--- src/sv/rcpps_pkg.sv ---
// ----------------------------------------------------------------------------
// rcpps_pkg
// Shared codes, widths and register map for the RC pulse pair switch decoder.
// ----------------------------------------------------------------------------
package rcpps_pkg;

  // Item field widths
  localparam int unsigned FuncWidth   = 2;
  localparam int unsigned ValueWidth  = 16;
  localparam int unsigned PosWidth    = 2;
  localparam int unsigned StatusWidth = 2;
  localparam int unsigned AttWidth    = 4;

  // Stream bus widths (whole bytes)
  localparam int unsigned InDataWidth   = 8;
  localparam int unsigned InUserWidth   = 8;
  localparam int unsigned OutDataWidth  = 24;
  localparam int unsigned OutUserWidth  = 8;

  // Configuration port
  localparam int unsigned ApbAddrWidth = 5;
  localparam int unsigned ApbDataWidth = 32;

  typedef logic [ValueWidth-1:0]  value_t;
  typedef logic [AttWidth-1:0]    att_t;

  // Command carried with each tick
  typedef enum logic [FuncWidth-1:0] {
    FUNC_TICK  = 2'd0,
    FUNC_FULL  = 2'd1,
    FUNC_QUICK = 2'd2,
    FUNC_NONE  = 2'd3
  } func_e;

  // Switch position of a result
  typedef enum logic [PosWidth-1:0] {
    POS_OFF = 2'd0,
    POS_MID = 2'd1,
    POS_ON  = 2'd2
  } pos_e;

  // Reading status of a result
  typedef enum logic [StatusWidth-1:0] {
    STAT_OK      = 2'd0,
    STAT_TIMEOUT = 2'd1,
    STAT_NOISY   = 2'd2
  } status_e;

  // Register index (byte address / 4)
  typedef enum logic [2:0] {
    REG_TIMEOUT  = 3'd0,
    REG_NOISE    = 3'd1,
    REG_ATTEMPTS = 3'd2,
    REG_MID_LOW  = 3'd3,
    REG_MID_HIGH = 3'd4
  } reg_e;

  // Register reset values
  localparam value_t TimeoutReset  = 16'd28000;
  localparam value_t NoiseReset    = 16'd75;
  localparam att_t   AttemptsReset = 4'd6;
  localparam value_t MidLowReset   = 16'd1300;
  localparam value_t MidHighReset  = 16'd1700;

endpackage

--- src/sv/rc_pulse_pair_switch_decoder.sv ---
// Each accepted item is first held in the input register and processed as it leaves it;
// a result it causes is loaded into the output register and shown on the master side.
// Throughput: one tick item per cycle; the slave side only stalls when a
// result is due while the output register still holds an untaken result.
// Reset (rst_ni low, asynchronous): reading idle, pipeline empty, registers
// back to their defaults (timeout 28000, noise 75, attempts 6, mid 1300/1700).
// ----------------------------------------------------------------------------
// rc_pulse_pair_switch_decoder
// Per-microsecond RC pulse width decoder with pair averaging, noise retry
// and off/mid/on switch classification.
// ----------------------------------------------------------------------------
module rc_pulse_pair_switch_decoder #(
  parameter int unsigned COUNT_WIDTH = 16
) (
  input  logic                               clk_i,
  input  logic                               rst_ni,
  // Slave side: tdata[0] pin_level; tuser[1:0] func
  input  logic                               s_axis_tvalid,
  output logic                               s_axis_tready,
  input  logic [rcpps_pkg::InDataWidth-1:0]  s_axis_tdata,
  input  logic [rcpps_pkg::InUserWidth-1:0]  s_axis_tuser,
  // Master side: tdata[15:0] pulse_value, tdata[17:16] switch_position;
  // tuser[1:0] status
  output logic                               m_axis_tvalid,
  input  logic                               m_axis_tready,
  output logic [rcpps_pkg::OutDataWidth-1:0] m_axis_tdata,
  output logic [rcpps_pkg::OutUserWidth-1:0] m_axis_tuser,
  // Configuration port
  input  logic                               psel,
  input  logic                               penable,
  input  logic                               pwrite,
  input  logic [rcpps_pkg::ApbAddrWidth-1:0] paddr,
  input  logic [rcpps_pkg::ApbDataWidth-1:0] pwdata,
  output logic [rcpps_pkg::ApbDataWidth-1:0] prdata,
  output logic                               pready
);

  import rcpps_pkg::*;

  localparam int unsigned CmpWidth = (COUNT_WIDTH > ValueWidth) ? COUNT_WIDTH : ValueWidth;

  typedef logic [COUNT_WIDTH-1:0] count_t;
  typedef logic [CmpWidth-1:0]    cmp_t;

  localparam count_t CountMax = {COUNT_WIDTH{1'b1}};

  typedef enum logic [1:0] {
    PH_IDLE,
    PH_WAIT_END,
    PH_WAIT_RISE,
    PH_HIGH
  } phase_e;

  // --------------------------------------------------------------------------
  // Configuration registers
  // --------------------------------------------------------------------------
  value_t timeout_q, noise_q, mid_low_q, mid_high_q;
  att_t   attempts_q;
  logic   cfg_wr;
  reg_e   cfg_idx;

  assign pready  = 1'b1;
  assign cfg_wr  = psel & penable & pwrite & pready;
  assign cfg_idx = reg_e'(paddr[ApbAddrWidth-1:2]);

  always_ff @(posedge clk_i or negedge rst_ni) begin
    if (!rst_ni) begin
      timeout_q  <= TimeoutReset;
      noise_q    <= NoiseReset;
      attempts_q <= AttemptsReset;
      mid_low_q  <= MidLowReset;
      mid_high_q <= MidHighReset;
    end else if (cfg_wr) begin
      unique case (cfg_idx)
        REG_TIMEOUT:  timeout_q  <= pwdata[ValueWidth-1:0];
        REG_NOISE:    noise_q    <= pwdata[ValueWidth-1:0];
        REG_ATTEMPTS: attempts_q <= pwdata[AttWidth-1:0];
        REG_MID_LOW:  mid_low_q  <= pwdata[ValueWidth-1:0];
        REG_MID_HIGH: mid_high_q <= pwdata[ValueWidth-1:0];
        default: ;
      endcase
    end
  end

  // Read back
  always_comb begin
    prdata = '0;
    unique case (cfg_idx)
      REG_TIMEOUT:  prdata = {{(ApbDataWidth-ValueWidth){1'b0}}, timeout_q};
      REG_NOISE:    prdata = {{(ApbDataWidth-ValueWidth){1'b0}}, noise_q};
      REG_ATTEMPTS: prdata = {{(ApbDataWidth-AttWidth){1'b0}}, attempts_q};
      REG_MID_LOW:  prdata = {{(ApbDataWidth-ValueWidth){1'b0}}, mid_low_q};
      REG_MID_HIGH: prdata = {{(ApbDataWidth-ValueWidth){1'b0}}, mid_high_q};
      default:      prdata = '0;
    endcase
  end

  // --------------------------------------------------------------------------
  // Input register
  // --------------------------------------------------------------------------
  logic  in_valid_q;
  func_e func_q;
  logic  pin_q;
  logic  advance;
  logic  emit_c;

  assign advance       = in_valid_q & (~emit_c | ~m_axis_tvalid | m_axis_tready);
  assign s_axis_tready = ~in_valid_q | advance;

  always_ff @(posedge clk_i or negedge rst_ni) begin
    if (!rst_ni) begin
      in_valid_q <= 1'b0;
    end else if (s_axis_tready) begin
      in_valid_q <= s_axis_tvalid;
    end
  end

  always_ff @(posedge clk_i) begin
    if (s_axis_tready && s_axis_tvalid) begin
      func_q <= func_e'(s_axis_tuser[FuncWidth-1:0]);
      pin_q  <= s_axis_tdata[0];
    end
  end

  // --------------------------------------------------------------------------
  // Reading state
  // --------------------------------------------------------------------------
  phase_e phase_q, phase_d;
  logic   quick_q, quick_d;
  count_t elapsed_q, elapsed_d;
  count_t width_q, width_d;
  value_t first_q, first_d;
  logic   second_q, second_d;
  att_t   att_q, att_d;

  // Working values of this tick
  logic    start;
  phase_e  ph;
  logic    quick, second;
  count_t  elapsed, width, elapsed_inc;
  value_t  first;
  att_t    att, att_inc;
  logic    done, timed_out;
  count_t  w_cnt;
  value_t  w;
  value_t  diff;
  logic [ValueWidth:0] pair_sum;
  value_t  res_value;
  status_e res_status;

  always_comb begin
    start = (phase_q == PH_IDLE) && ((func_q == FUNC_FULL) || (func_q == FUNC_QUICK));

    // A start command reloads the reading state on this very tick
    quick   = start ? (func_q == FUNC_QUICK) : quick_q;
    second  = start ? 1'b0 : second_q;
    att     = start ? '0   : att_q;
    first   = start ? '0   : first_q;
    ph      = start ? PH_WAIT_END : phase_q;
    elapsed = start ? '0   : elapsed_q;
    width   = start ? '0   : width_q;

    phase_d   = ph;
    quick_d   = quick;
    second_d  = second;
    att_d     = att;
    first_d   = first;
    elapsed_d = elapsed;
    width_d   = width;

    done       = 1'b0;
    w_cnt      = '0;
    emit_c     = 1'b0;
    res_value  = '0;
    res_status = STAT_OK;

    // Edge tracking of one pulse measurement
    unique case (ph)
      PH_WAIT_END: begin
        if (!pin_q) phase_d = PH_WAIT_RISE;
      end
      PH_WAIT_RISE: begin
        if (pin_q) begin
          phase_d = PH_HIGH;
          width_d = count_t'(1);
        end
      end
      PH_HIGH: begin
        if (pin_q) begin
          if (width != CountMax) width_d = width + count_t'(1);
        end else begin
          done  = 1'b1;
          w_cnt = width;
        end
      end
      default: ;
    endcase

    // Timeout, unless the falling edge came first
    elapsed_inc = (elapsed != CountMax) ? elapsed + count_t'(1) : elapsed;
    timed_out   = (cmp_t'(elapsed_inc) >= cmp_t'(timeout_q)) || (elapsed_inc == CountMax);
    if (ph != PH_IDLE && !done) begin
      elapsed_d = elapsed_inc;
      if (timed_out) begin
        done  = 1'b1;
        w_cnt = '0;
      end
    end

    w        = value_t'(cmp_t'(w_cnt));
    diff     = (first > w) ? first - w : w - first;
    pair_sum = {1'b0, first} + {1'b0, w};
    att_inc  = att + att_t'(1);

    // Outcome of a finished measurement
    if (done) begin
      if (quick) begin
        emit_c     = 1'b1;
        res_value  = w;
        res_status = (w == '0) ? STAT_TIMEOUT : STAT_OK;
      end else if (!second) begin
        if (w == '0) begin
          emit_c     = 1'b1;
          res_status = STAT_TIMEOUT;
        end else begin
          first_d   = w;
          second_d  = 1'b1;
          phase_d   = PH_WAIT_END;
          elapsed_d = '0;
          width_d   = '0;
        end
      end else if (diff > noise_q) begin
        att_d = att_inc;
        if (att_inc >= attempts_q) begin
          emit_c     = 1'b1;
          res_status = STAT_NOISY;
        end else begin
          second_d  = 1'b0;
          phase_d   = PH_WAIT_END;
          elapsed_d = '0;
          width_d   = '0;
        end
      end else begin
        emit_c    = 1'b1;
        res_value = pair_sum[ValueWidth:1];
      end
    end

    if (emit_c) phase_d = PH_IDLE;
    if (!in_valid_q) emit_c = 1'b0;
  end

  always_ff @(posedge clk_i or negedge rst_ni) begin
    if (!rst_ni) begin
      phase_q   <= PH_IDLE;
      quick_q   <= 1'b0;
      elapsed_q <= '0;
      width_q   <= '0;
      first_q   <= '0;
      second_q  <= 1'b0;
      att_q     <= '0;
    end else if (advance) begin
      phase_q   <= phase_d;
      quick_q   <= quick_d;
      elapsed_q <= elapsed_d;
      width_q   <= width_d;
      first_q   <= first_d;
      second_q  <= second_d;
      att_q     <= att_d;
    end
  end

  // --------------------------------------------------------------------------
  // Result register
  // --------------------------------------------------------------------------
  logic    out_valid_q;
  value_t  out_value_q;
  pos_e    out_pos_q, res_pos;
  status_e out_status_q;
  logic    load;

  always_comb begin
    if (res_value < mid_low_q)       res_pos = POS_OFF;
    else if (res_value > mid_high_q) res_pos = POS_ON;
    else                             res_pos = POS_MID;
  end

  assign load = advance & emit_c;

  always_ff @(posedge clk_i or negedge rst_ni) begin
    if (!rst_ni) begin
      out_valid_q <= 1'b0;
    end else if (load) begin
      out_valid_q <= 1'b1;
    end else if (m_axis_tready) begin
      out_valid_q <= 1'b0;
    end
  end

  always_ff @(posedge clk_i) begin
    if (load) begin
      out_value_q  <= res_value;
      out_pos_q    <= res_pos;
      out_status_q <= res_status;
    end
  end

  assign m_axis_tvalid = out_valid_q;
  assign m_axis_tdata  = {{(OutDataWidth-ValueWidth-PosWidth){1'b0}}, out_pos_q, out_value_q};
  assign m_axis_tuser  = {{(OutUserWidth-StatusWidth){1'b0}}, out_status_q};

endmodule

--- config.mk ---
export PLATFORM = sky130hd
export DESIGN_NAME = rc_pulse_pair_switch_decoder
export DESIGN_NICKNAME = d
export VERILOG_FILES = /design/src/sv/rcpps_pkg.sv /design/src/sv/rc_pulse_pair_switch_decoder.sv
export SDC_FILE = /design/constraint.sdc
export NUM_CORES = 1
export LEC_CHECK = 0
export BUFFER_PORTS_ARGS = -buffer_cell sky130_fd_sc_hd__buf_4
export CAP_MARGIN = 5
export CORE_MARGIN = 2
export CORE_UTILIZATION = 61
export DETAILED_ROUTE_END_ITERATION = 10
export GPL_ROUTABILITY_DRIVEN = 0
export HOLD_SLACK_MARGIN = 0.03
export PLACE_DENSITY_LB_ADDON = 0.1
export SYNTH_ARGS = -nofsm -noshare
export SYNTH_HDL_FRONTEND = slang
export SYNTH_SLANG_ARGS = --single-unit
--- constraint.sdc ---
create_clock -name clk_i -period 10.05 [get_ports clk_i]
set_input_delay 0.5025 -clock clk_i [delete_from_list [all_inputs] [get_ports clk_i]]
set_output_delay 0.5025 -clock clk_i [all_outputs]
set_load 0.05 [all_outputs]
==> out/metrics.yaml, run 1 <==
globalRouteMet1Util: 0.454
power_report.internal_total_uw: 1940
clock-sinks: 149
relSlewSlack: 0.263
grtUsageMet3: 0.0569
fp.coreArea_um2: 19500
drive_above_1_share: 0.127
hpwl_um: 25500
synth_compound_area_frac: 0.218
worst-slew-pin-transition_ns: 1.10
detail_route.drc_violations: 0
finish.net_count: 1629
p_clk_frac: 0.172
synthesis.area_per_instance_um2: 8.53
synth-xor-area-share: 0.0268
fin_crit_sh: 0.937
status: "finished, final reports clean"
synth-seq-area-share: 0.321
die_h_um: 145
tritoncts.num_buffers: 17
cts-hold-fix-buffers: 0
syn_area_um2: 12100
synth.ff_latch_count: 149
cp_data_required_time_ns: 10.24
crit_path_start_kind: "flip-flop"
first_iter_violations: 1039
grt.met2_usage: 0.529
fp.dieArea_um2: 20900
final_antenna_net_count: 0
route.detailed.vias_per_inst: 6.22
yosys.cell_types.count: 88
timing_hold_violations_final: 0
power_frac_seq: 0.230
report.power.total_uw: 3770
grt_remaining_overflow: 0
die-width_um: 145
critical-path-max-stage-delay_ns: 0.80
critical_path.most_common_cell: "o21a_1"
cts_h_tree_depth: 4
cts_buffer_depth: 2
psw_uw: 1830
timing.reg2reg.setup_slack_ns: 0.64
layout-area-overhead-vs-synth_pct: 9.29
fin_tns_setup_ns: 0
cp_class: "reg2reg"
gr-usage-all-layers: 0.332
yosys_warnings: 0
setup_viol: 0
drv_slew: 0
vias_after_detailed_routing: 10700
path_clk_slew_ns: 0.07
route.final.wire_length_um: 33500
boundaryPins: 127
initial_core_util: 0.620
end_kind: "flip-flop"
main_combinational_cell_family_by_area_after_synthesis: "compound AO/OA/AOI/OAI gates"
rsz0062_at_grt: "no"
drv.max_cap_violation_count: 0
worst_ir_drop_vdd_mv: 0.177
grt_first_pass_wirelength_um: 53400
floorplan.rows: 51
top_usage_layer: "met2"
fraction_of_the_mapped_netlist_area_in_adder_cells: 0.127
post_synth_inst_count: 1416
number_of_buffers_inserted_by_port_buffering: 66
num_antenna_cells: 0
ys_dominant_reg_cell: "dfrtp_1"
yosys-mux-area-fraction: 0.0454
power.density_cell_area_nw_per_um2: 286
detail_route.wl_per_cell_um: 19.4
critical-path-slowest-cell: "or3_1"
tritoncts: "done"
crit_path_max_fanout: 27
antenna_found_initial: 0
crit_family: "simple AND/OR/NAND/NOR gates"
iteration_count_of_the_initial_detailed_routing_pass: 5
clock_tree_root_buffer_cell: "clkbuf_16"
synth_edf_count: 23
largest_net_degree_at_the_start_of_global_routing: 73
switching_share: 0.486
asr_flop_ratio_synth: 0.846
final_period_minus_worst_setup_slack_ns: 9.41
insertion_delay_of_the_later_clocked_pin_in_the_worst_skew_pair_ns: 0.45
worst_hold_path_type: "in2async"
clock_skew_ns: 0.0132
power.static_leakage_uw: 0.00634
worst-endpoint-arrival_ns: 9.60
max_clock_freq_ghz: 0.106
cp_num_buf_inv: 1
grt_pass1_vias: 10100
power.combinational.fraction: 0.597
post_synth_and_or_nand_nor_area_fraction: 0.178
[final timing paths]
check,depth (start not counted),startpoint,end
hold / removal,1,rst_ni,elapsed_q[2]
max in group asynchronous,2,rst_ni,noise_q[13]
setup reg to reg,33,func_q[1],out_pos_q[1]
min in group clk_i,1,s_axis_tuser[0],func_q[0]
setup / recovery,33,func_q[1],out_pos_q[1]
hold reg to reg,1,first_q[10],first_q[10]
[registers in the layout (all words and copies together) (netlist names), 4 cells and up]
signal and count:
mid_high_q 16, attempts_q 4, out_value_q 16, mid_low_q 16
att_q 4, noise_q 16, elapsed_q 16, timeout_q 16
first_q 16, width_q 16
[kinds of logic after synthesis]
family	Yosys count
AO/OA/AOI/OAI	390
multiplexers	52
flip-flops	149
AND/OR/NAND/NOR	439
XOR/XNOR	37
adder cells (fa/ha/maj)	121
buffers and inverters	226
other	2
[synth_stat cells, types with 24 or more instances]
cell type  count  area (um2)
mux2i_1       30         300
ha_1         118        1480
dfrtp_1      104        2600
nor2_1        88         330
nor3_1        26         130
o21ai_0       99         495
nand4_1       29         181
a21o_1        36         270
nand2_1      159         597
nand3_1       30         150
a31oi_1       24         150
buf_4         32         240
xnor2_1       27         236
clkbuf_1      41         154
a21oi_1       88         440
inv_1        134         503
[layout make-up]
cell class	instances	area, um2
well taps	265	332
multi-input cells	1068	7320
flip-flops and latches	149	3870
fillers	1585	6260
clock inverters	15	169
clock buffers	17	425
inverters	136	510
repair buffers	76	571
[power groups by stage]
stage	registers, uW	logic (uW)	clock network, uW
floorplan	871	1670	0
global placement	869	2130	0
detailed placement	875	2180	0
CTS	864	2210	655
global route	885	2480	679
finish	868	2250	650
[timing repair]
action | in CTS | in global routing
endpoints found under the setup margin | 0 | 2
resized for setup | 0 | 1
setup buffers | 0 | 0
[placed cells by master (no fill, tap or decap), types with 7 or more instances in the layout]
master     count
and4_1         7
a21o_1        36
nand2_1      159
o21ai_0       99
nand4_1       29
o21a_1        11
mux2i_1       30
mux2_2        21
o211ai_1      11
nand3_1       30
and2_1        13
nand2b_1      11
ha_1         118
a32o_1        15
nor4_1         7
nor3_1        25
a211oi_1      10
o22ai_1       10
edfxtp_1      23
a21oi_1       88
clkbuf_16     17
conb_1        29
nor2_1        86
dfstp_2       22
o2bb2ai_1     17
buf_4         76
xnor2_1       27
and3_1        16
inv_1        134
a31oi_1       24
xor2_1        10
nor2b_1       15
dfrtp_1      104
[routing by layer]
metal / routed length, um / share of wire / up-vias
li1: - / - / 5077
met1: 14300 / 0.43 / 5089
met2: 15400 / 0.46 / 491
met3: 2680 / 0.080 / 84
met4: 1190 / 0.036 / 0
met5: 0 / 0 / -
[metrics by stage]
stage	instance area [um2]	instances	worst slack, ns	hold WS (ns)	utilization
floorplan	12200	1443	1.62	0.207	-
global placement	12600	1694	1.22	0.470	0.647
detailed placement	12600	1694	1.12	0.473	0.647
CTS	13200	1726	0.950	0.225	0.678
global route	13200	1726	0.0886	0.225	0.678
finish	13200	1726	0.637	0.181	0.678
Power figures use the tool's default switching activity.
==> run 2, diff against run 1 <==
Settings changed: CELL_PAD_IN_SITES_DETAIL_PLACEMENT from default to 0, CELL_PAD_IN_SITES_GLOBAL_PLACEMENT from default to 1, CORE_MARGIN 2 to 4, CORE_UTILIZATION 61 to 46, SLEW_MARGIN from default to 30.
==> run 2 against run 1 <==
- global-route usage is 7.9 points lower
- count of clock-buffer cells in the layout stayed put
- routed wire length is 8.2% higher
- flip-flop and latch count stayed put
- clock skew hardly changed
- combinational power is 3% higher
- critical path type unchanged
- largest cell class unchanged
==> out/metrics.yaml, run 2 (synthesis results as in run 1) <==
status: "finished, final reports clean"
setup_viol: 0
finish.net_count: 1633
clock_skew_ns: 0.0132
layout_fillers: 2532
cts-hold-fix-buffers: 0
final_antenna_net_count: 0
insertion_delay_of_the_later_clocked_pin_in_the_worst_skew_pair_ns: 0.44
drv_slew: 0
crit_path_max_fanout: 14
vias_after_detailed_routing: 10400
tritoncts.num_buffers: 17
worst_ir_drop_vdd_mv: 0.145
floorplan.rows: 59
rsz0062_at_grt: "no"
globalRouteMet1Util: 0.362
path_clk_slew_ns: 0.07
layout-area-overhead-vs-synth_pct: 10.6
crit_path_start_kind: "flip-flop"
cp_class: "reg2reg"
die_h_um: 170
largest_net_degree_at_the_start_of_global_routing: 76
grtUsageMet3: 0.0311
ff2ff_path_depth: 32
gr-usage-all-layers: 0.253
worst_hold_path_type: "in2async"
cts_buffer_depth: 2
grt_first_pass_wirelength_um: 57300
power.static_leakage_uw: 0.00637
critical-path-max-stage-delay_ns: 0.70
fp.coreArea_um2: 25900
grt_remaining_overflow: 0
tritoncts: "done"
cts_resized: 0
route.detailed.vias_per_inst: 5.80
end_kind: "flip-flop"
num_antenna_cells: 0
max_clock_freq_ghz: 0.109
power.density_cell_area_nw_per_um2: 289
hpwl_um: 27600
critical-path-slowest-cell: "nor2_1"
clock-sinks: 149
grt_pass1_vias: 10200
drive_above_1_share: 0.132
clock_tree_root_buffer_cell: "clkbuf_16"
layout.cells.most_common: "nand2_1"
final_period_minus_worst_setup_slack_ns: 9.21
startpoint: "phase_q[0]"
top_usage_layer: "met2"
worst-slew-pin-transition_ns: 0.961
grt.met2_usage: 0.407
die-width_um: 170
detail_route.wl_per_cell_um: 20.2
drv.max_cap_violation_count: 0
antenna_found_initial: 0
worst-endpoint-arrival_ns: 9.47
timing_hold_violations_final: 0
first_iter_violations: 811
route.final.wire_length_um: 36300
relSlewSlack: 0.342
cts_h_tree_depth: 4
iteration_count_of_the_initial_detailed_routing_pass: 7
critical_path.most_common_cell: "nor2_1"
detail_route.drc_violations: 0
boundaryPins: 127
fin_crit_sh: 0.916
fin_tns_setup_ns: 0
number_of_buffers_inserted_by_port_buffering: 66
fp.dieArea_um2: 28900
post_cts.repair.setup_buffers: 0
mostFrequentLayoutCells: "nand2_1 (159), inv_1 (134), ha_1 (118)"
layout_setup_ws_ns: 0.843
initial_core_util: 0.466
reg2reg_from: "phase_q[0]"
cp_data_required_time_ns: 10.31
dp_slack_ns: 1.08
[run 2: power breakdown]
group          switching, uW  internal, uW
clock                    301           378
combinational           1440           873
sequential               110           754
[run 2: final cells by class]
class / instances / area [um2] / share of cell area
clock inverter: 15 / 188 / 0.0141
clock buffer: 17 / 425 / 0.0318
multi-input combinational: 1068 / 7340 / 0.549
tap: 335 / 419 / 0.0314
timing repair buffer: 80 / 604 / 0.0452
inverter: 136 / 510 / 0.0382
sequential: 149 / 3870 / 0.290
[run 2: stage by stage]
step / power [uW] / cells / cell area (um2) / hold WS, ns / utilization
after global routing: 4180 / 1800 / 13400 / 0.111 / 0.516
after detailed placement: 3170 / 1768 / 12700 / 0.471 / 0.492
after CTS: 3870 / 1800 / 13400 / 0.109 / 0.515
final: 3860 / 1800 / 13400 / 0.0490 / 0.516
after global placement: 3130 / 1768 / 12700 / 0.463 / 0.491
after floorplan: 2540 / 1443 / 12200 / 0.207 / -
[run 2: path summary, 6_finish.rpt]
kind / end / slack, ns
max: out_pos_q[1] / 0.84
min: first_q[10] / 0.05
max reg2reg: out_pos_q[1] / 0.84
min reg2reg: first_q[11] / 0.49
max in group asynchronous: in_valid_q / 8.74
min in group clk_i: func_q[0] / 0.24
[run 2: worst max-delay path, delay by kind of cell, from the launching register on]
family	cells	cell delay [ns]
simple gates	16	4.66
flops	1	0.58
fa+ha+maj	3	0.95
compound gates	9	2.05
buf+inv	3	0.70
xor+xnor	1	0.10
[run 2: layer usage]
metal / vias up / routed length (um) / part of all wire
li1: 5089 / - / -
met1: 5034 / 17100 / 0.47
met2: 274 / 16700 / 0.46
met3: 50 / 1660 / 0.046
met4: 0 / 826 / 0.023
met5: - / 0 / 0
